<file path="config.mk">
export PLATFORM = sky130hd
export DESIGN_NAME = dhm_lane
export DESIGN_NICKNAME = d
export VERILOG_FILES = /design/src/hdl/dhm_pkg.sv /design/src/hdl/dhm_div.sv /design/src/hdl/dhm_lane.sv
export SDC_FILE = /design/constraint.sdc
export NUM_CORES = 2
export LEC_CHECK = 0
export ABC_CLOCK_PERIOD_IN_PS = 9600
export BUFFER_PORTS_ARGS = -buffer_cell sky130_fd_sc_hd__buf_2
export CAP_MARGIN = 10
export CORE_AREA = 5 5 491 493
export DETAILED_ROUTE_END_ITERATION = 10
export DIE_AREA = 0 0 496 498
export PLACE_DENSITY_LB_ADDON = 0.2
export REMOVE_ABC_BUFFERS = 1
export SLEW_MARGIN = 0
export SYNTH_ARGS = -nofsm -noshare
export SYNTH_HDL_FRONTEND = slang
export SYNTH_SLANG_ARGS = --single-unit
</file>
<file path="constraint.sdc">
create_clock -name i_clk -period 9.6 [get_ports i_clk]
set_input_delay 1.92 -clock i_clk [delete_from_list [all_inputs] [get_ports i_clk]]
set_output_delay 1.92 -clock i_clk [all_outputs]
set_load 0.005 [all_outputs]
</file>
<file path="src/hdl/dhm_pkg.sv">
`timescale 1ns / 1ps
// ----------------------------------------------------------------------------
// dhm_pkg
// Shared types and constants of the depth hypothesis merge core.
// ----------------------------------------------------------------------------
package dhm_pkg;

    localparam int DEPTH_W = 16;
    localparam int CONF_W  = 16;
    localparam int INV_W   = 32;
    localparam int INV_NW  = 33;
    localparam int PROD_W  = 48;
    localparam int CFG_AW  = 3;
    localparam int CFG_DW  = 16;

    localparam logic [2:0] ST_SKIP      = 3'd0;
    localparam logic [2:0] ST_NO_CAND   = 3'd1;
    localparam logic [2:0] ST_LOW_CONF  = 3'd2;
    localparam logic [2:0] ST_BAD_MEAN  = 3'd3;
    localparam logic [2:0] ST_SPREAD    = 3'd4;
    localparam logic [2:0] ST_PRIOR     = 3'd5;
    localparam logic [2:0] ST_RECOVERED = 3'd6;

    localparam logic [CFG_AW-1:0] CFG_MIN_CONF       = 3'd0;
    localparam logic [CFG_AW-1:0] CFG_MAX_PRIOR      = 3'd1;
    localparam logic [CFG_AW-1:0] CFG_MAX_CONS_PRIOR = 3'd2;
    localparam logic [CFG_AW-1:0] CFG_MAX_SPREAD     = 3'd3;
    localparam logic [CFG_AW-1:0] CFG_MIN_COUNT      = 3'd4;
    localparam logic [CFG_AW-1:0] CFG_HYP_COUNT      = 3'd5;

    localparam logic [15:0] RST_MIN_CONF       = 16'd0;
    localparam logic [15:0] RST_MAX_PRIOR      = 16'd1024;
    localparam logic [15:0] RST_MAX_CONS_PRIOR = 16'd1024;
    localparam logic [15:0] RST_MAX_SPREAD     = 16'd256;
    localparam logic [2:0]  RST_MIN_COUNT      = 3'd2;
    localparam logic [1:0]  RST_HYP_COUNT      = 2'd3;

    typedef struct packed {
        logic               early;
        logic [2:0]         early_status;
        logic               cons;
        logic               too_few;
        logic [CONF_W-1:0]  cmin;
        logic [DEPTH_W-1:0] cur_d;
        logic [CONF_W-1:0]  cur_c;
        logic [DEPTH_W-1:0] prior;
        logic [DEPTH_W-1:0] nearest;
        logic               surf;
    } t_ctx;

    typedef struct packed {
        logic [15:0] max_spread;
        logic [15:0] max_prior;
        logic [15:0] max_cons_prior;
    } t_cfg;

    typedef struct packed {
        logic              elig;
        logic [CONF_W-1:0] conf;
        logic [INV_W-1:0]  inv;
        logic [PROD_W-1:0] prod;
    } t_lane;

endpackage

</file>
<file path="src/hdl/dhm_div.sv">
`timescale 1ns / 1ps
// ----------------------------------------------------------------------------
// dhm_div
// Pipelined restoring divider, one quotient bit per stage, with side payload.
// ----------------------------------------------------------------------------
module dhm_div #(
    parameter int NW = 33,
    parameter int DW = 16,
    parameter int PW = 1
) (
    input  logic          i_clk,
    input  logic          i_rst_n,
    input  logic          i_valid,
    input  logic [NW-1:0] i_num,
    input  logic [DW-1:0] i_den,
    input  logic [PW-1:0] i_pay,
    output logic          o_valid,
    output logic [NW-1:0] o_quo,
    output logic [PW-1:0] o_pay
);

    logic [NW-1:0] r_vld;
    logic [DW-1:0] r_den [NW];
    logic [NW-1:0] r_num [NW];
    logic [DW-1:0] r_rem [NW];
    logic [PW-1:0] r_pay [NW];

    for (genvar k = 0; k < NW; k++) begin : g_stage
        logic          w_vld_in;
        logic [DW-1:0] w_den_in;
        logic [NW-1:0] w_num_in;
        logic [DW-1:0] w_rem_in;
        logic [PW-1:0] w_pay_in;
        logic [DW:0]   w_trial;
        logic [DW:0]   w_diff;
        logic          w_q;

        if (k == 0) begin : g_first
            assign w_vld_in = i_valid;
            assign w_den_in = i_den;
            assign w_num_in = i_num;
            assign w_rem_in = '0;
            assign w_pay_in = i_pay;
        end else begin : g_next
            assign w_vld_in = r_vld[k-1];
            assign w_den_in = r_den[k-1];
            assign w_num_in = r_num[k-1];
            assign w_rem_in = r_rem[k-1];
            assign w_pay_in = r_pay[k-1];
        end

        assign w_trial = {w_rem_in, w_num_in[NW-1]};
        assign w_q     = w_trial >= {1'b0, w_den_in};
        assign w_diff  = w_trial - {1'b0, w_den_in};

        always_ff @(posedge i_clk) begin
            if (!i_rst_n) begin
                r_vld[k] <= 1'b0;
            end else begin
                r_vld[k] <= w_vld_in;
            end
            r_den[k] <= w_den_in;
            r_num[k] <= {w_num_in[NW-2:0], w_q};
            r_rem[k] <= w_q ? w_diff[DW-1:0] : w_trial[DW-1:0];
            r_pay[k] <= w_pay_in;
        end
    end

    assign o_valid = r_vld[NW-1];
    assign o_quo   = r_num[NW-1];
    assign o_pay   = r_pay[NW-1];

endmodule

</file>
<file path="src/hdl/dhm_lane.sv">
`timescale 1ns / 1ps
// ----------------------------------------------------------------------------
// dhm_lane
// One hypothesis lane: inverse depth by division and confidence-weighted term.
// ----------------------------------------------------------------------------
module dhm_lane (
    input  logic                        i_clk,
    input  logic                        i_rst_n,
    input  logic                        i_valid,
    input  logic                        i_elig,
    input  logic [dhm_pkg::DEPTH_W-1:0] i_depth,
    input  logic [dhm_pkg::CONF_W-1:0]  i_conf,
    output logic                        o_valid,
    output dhm_pkg::t_lane              o_lane
);

    localparam int PW = dhm_pkg::CONF_W + 1;

    logic                        w_div_vld;
    logic [dhm_pkg::INV_NW-1:0]  w_quo;
    logic [PW-1:0]               w_pay;
    logic [dhm_pkg::INV_W-1:0]   w_inv;
    logic                        w_elig;
    logic [dhm_pkg::CONF_W-1:0]  w_conf;
    logic                        r_vld;
    dhm_pkg::t_lane              r_lane;

    dhm_div #(
        .NW (dhm_pkg::INV_NW),
        .DW (dhm_pkg::DEPTH_W),
        .PW (PW)
    ) u_inv_div (
        .i_clk   (i_clk),
        .i_rst_n (i_rst_n),
        .i_valid (i_valid),
        .i_num   ({1'b1, {dhm_pkg::INV_W{1'b0}}}),
        .i_den   (i_depth),
        .i_pay   ({i_elig, i_conf}),
        .o_valid (w_div_vld),
        .o_quo   (w_quo),
        .o_pay   (w_pay)
    );

    // depth of one saturates to all ones
    assign w_inv  = w_quo[dhm_pkg::INV_W] ? {dhm_pkg::INV_W{1'b1}} : w_quo[dhm_pkg::INV_W-1:0];
    assign w_elig = w_pay[PW-1];
    assign w_conf = w_pay[dhm_pkg::CONF_W-1:0];

    always_ff @(posedge i_clk) begin
        if (!i_rst_n) begin
            r_vld <= 1'b0;
        end else begin
            r_vld <= w_div_vld;
        end
        r_lane.elig <= w_elig;
        r_lane.conf <= w_conf;
        r_lane.inv  <= w_inv;
        r_lane.prod <= w_elig ? w_inv * w_conf : '0;
    end

    assign o_valid = r_vld;
    assign o_lane  = r_lane;

endmodule

</file>
==> flow_metrics.tcl <==
set metrics [dict create \
    ys_warn_count 0 \
    crit_arrival_ns 8.33 \
    rsz0062_at_grt "no" \
    synth_edf_count 0 \
    htree_levels 4 \
    ys_seq_area_share_pct 49.8 \
    antenna_found_initial 5 \
    netlist_top_cells_count "dfxtp_1, inv_1, ha_1" \
    drt_wl_total_um 193000 \
    worst_hold_path_type "reg2reg" \
    cts_buffers 232 \
    finClkSkew_ns 0.0507 \
    max_cap_violations 0 \
    critPathCaptureType "flip-flop" \
    slew_violations 0 \
    grt_max_degree 35 \
    crit_fanout 32 \
    io_pins 134 \
    finalSetupViolCount 0 \
    synthMuxAreaShare_pct 2.31 \
    ctsLongestPathBuffers 3 \
    start_util_pct 38.7 \
    placed_cells 11800 \
    final.period_utilization_pct 79.1 \
    dieArea_um2 247000 \
    cts_setup_buffers 0 \
    syn_inst 8668 \
    areaGrowthSynthToFinish_pct 13.4 \
    synth_compound_area_share_pct 9.78 \
    fillers 22300 \
    relSlewSlack_pct 13.0 \
    max_freq_mhz 132 \
    synth-adder-area-share_pct 18.4 \
    grt_pass1_wl_um 312000 \
    synth_area_leaders "dfxtp_1, fa_1, ha_1" \
    cts_tree "built" \
    path_clk_slew_ns 0.06 \
    yosysTopAreaCellShare_pct 49.8 \
    status "completed" \
    drc 0 \
    grt_pass1_vias 59500 \
    drtPass1Iterations 8 \
    core_area_um2 237000 \
    nets 9970 \
    detail_route.vias_per_cell 4.71 \
    finalSetupTns_ns 0 \
    yosysMostFrequentCell "dfxtp_1" \
    synth_top_family_by_area "adder cells" \
    criticalPathCategory "reg2reg" \
    synth_simple_gate_area_share_pct 10.5 \
    cts_hold_buffers 0 \
    cts_root_buf "clkbuf_16" \
    synth-xor-area-share_pct 3.82 \
    die_width_um 496 \
    worst-slew-pin-transition_ns 1.27 \
    gp_congestion 0.862 \
    first_iter_violations 2666 \
    syn-cell-area_um2 91600 \
    synth_cell_types 83 \
    required_ns 10.33 \
    die_y_um 498 \
    wl_per_cell_um 15.8 \
    stdcell_count 12200 \
    io_buffers 133 \
    avgSynthCellArea_um2 10.6 \
    ys_ff_latch 2277 \
    cts_sinks 2277 \
    drtAntennaViolNets 0 \
    min_period_ns 7.59 \
    dominantRegCellSynth "dfxtp_1" \
    clock_latency_ns 0.83 \
    rows 179 \
    gr-total-overflow 0 \
    synth_largest_area_cell "dfxtp_1" \
    vias 57500 \
    async_flop_share_pct 0 \
    drive_above_1_share_pct 9.48 \
    cp-start-kind "flip-flop" \
    track_usage_pct 15.5 \
    finalHoldViolCount 0 \
    cts_resized 0 \
    hpwl_um 143000 \
]
-- worst paths after layout --
| kind | to | startpoint | depth (start not counted) | slack (ns) |
|---|---|---|---|---|
| setup / recovery | o_lane[43]$_SDFF_PN0_ | u_inv_div.r_num[4][32]$_DFF_P_ | 21 | 2.01 |
| hold / removal | u_inv_div.r_num[1][241]$_DFF_P_ | u_inv_div.r_num[1][207]$_DFF_P_ | 0 | 0.31 |
| setup reg to reg | o_lane[43]$_SDFF_PN0_ | u_inv_div.r_num[4][32]$_DFF_P_ | 21 | 2.01 |
| hold reg to reg | u_inv_div.r_num[1][241]$_DFF_P_ | u_inv_div.r_num[1][207]$_DFF_P_ | 0 | 0.31 |
-- registers in the layout, summed over array words and instances, names as in the netlist --
name	count
u_inv_div.r_den	512
u_inv_div.r_pay	561
o_valid	1
u_inv_div.o_valid	1
u_inv_div.g_stage.w_vld_in	32
u_inv_div.r_rem	512
o_lane	97
u_inv_div.r_num	561
-- cell usage in the layout, fill, tap and decap left out, types with 235 or more instances in the layout --
cell type	n
dfxtp_1	2270
inv_1	1090
ha_1	632
nand2_1	613
nor2_1	483
a21oi_1	468
fa_1	449
o21ai_0	332
and2_1	284
clkbuf_16	235
-- layout make-up --
| class | instances | area [um2] | area share (%) |
|---|---|---|---|
| Tap cell | 3167 | 3960 | 3.82 |
| Clock buffer | 322 | 6680 | 6.43 |
| Timing Repair Buffer | 163 | 906 | 0.872 |
| Sequential cell | 2277 | 45600 | 43.9 |
| Clock inverter | 103 | 1480 | 1.43 |
| Antenna cell | 1 | 2.50 | 0.00241 |
| Inverter | 1091 | 4100 | 3.94 |
| Multi-Input combinational cell | 5088 | 41100 | 39.6 |
-- worst max-delay path: stages, from the launching register on --
cell	delay (ns)
dfxtp_1	0.90
or2_2	0.56
nand2_1	0.15
fa_1	0.55
fa_1	0.44
fa_1	0.52
inv_1	0.05
ha_1	0.31
fa_1	0.53
inv_1	0.05
fa_1	0.53
inv_1	0.04
ha_1	0.34
a21o_1	0.18
o21bai_1	0.15
o311ai_1	0.19
o21ai_0	0.52
a21boi_0	0.33
o21ai_1	0.59
a21boi_0	0.24
xnor2_1	0.17
and2_1	0.15
-- per-layer routing --
layer	track usage [%]	wire [um]
met1	19.4	84700
met2	26.6	92300
met3	2.85	8980
met4	5.50	6610
met5	0	0
-- logic make-up (layout without fill, tap and decap cells) --
group | count (synthesis) | in the layout
simple gates | 1996 | 1996
buf+inv | 1303 | 1679
mux | 189 | 189
xor+xnor | 399 | 399
compound gates | 1423 | 1423
fa+ha+maj | 1081 | 1081
other cells | 0 | 1
flops | 2277 | 2277
-- stage by stage --
stage,instance area (um2),hold slack (ns),util [%],setup slack [ns]
floorplan,90800,0.310,-,3.06
global placement,95700,0.310,40.5,2.01
detailed placement,95700,0.312,40.5,1.90
CTS,104000,0.295,43.9,1.92
global route,104000,0.302,43.9,1.37
finish,104000,0.305,43.9,2.01
Power is not shown: default switching activity piles up to over one toggle a cycle in this logic, so the estimate is an artifact.
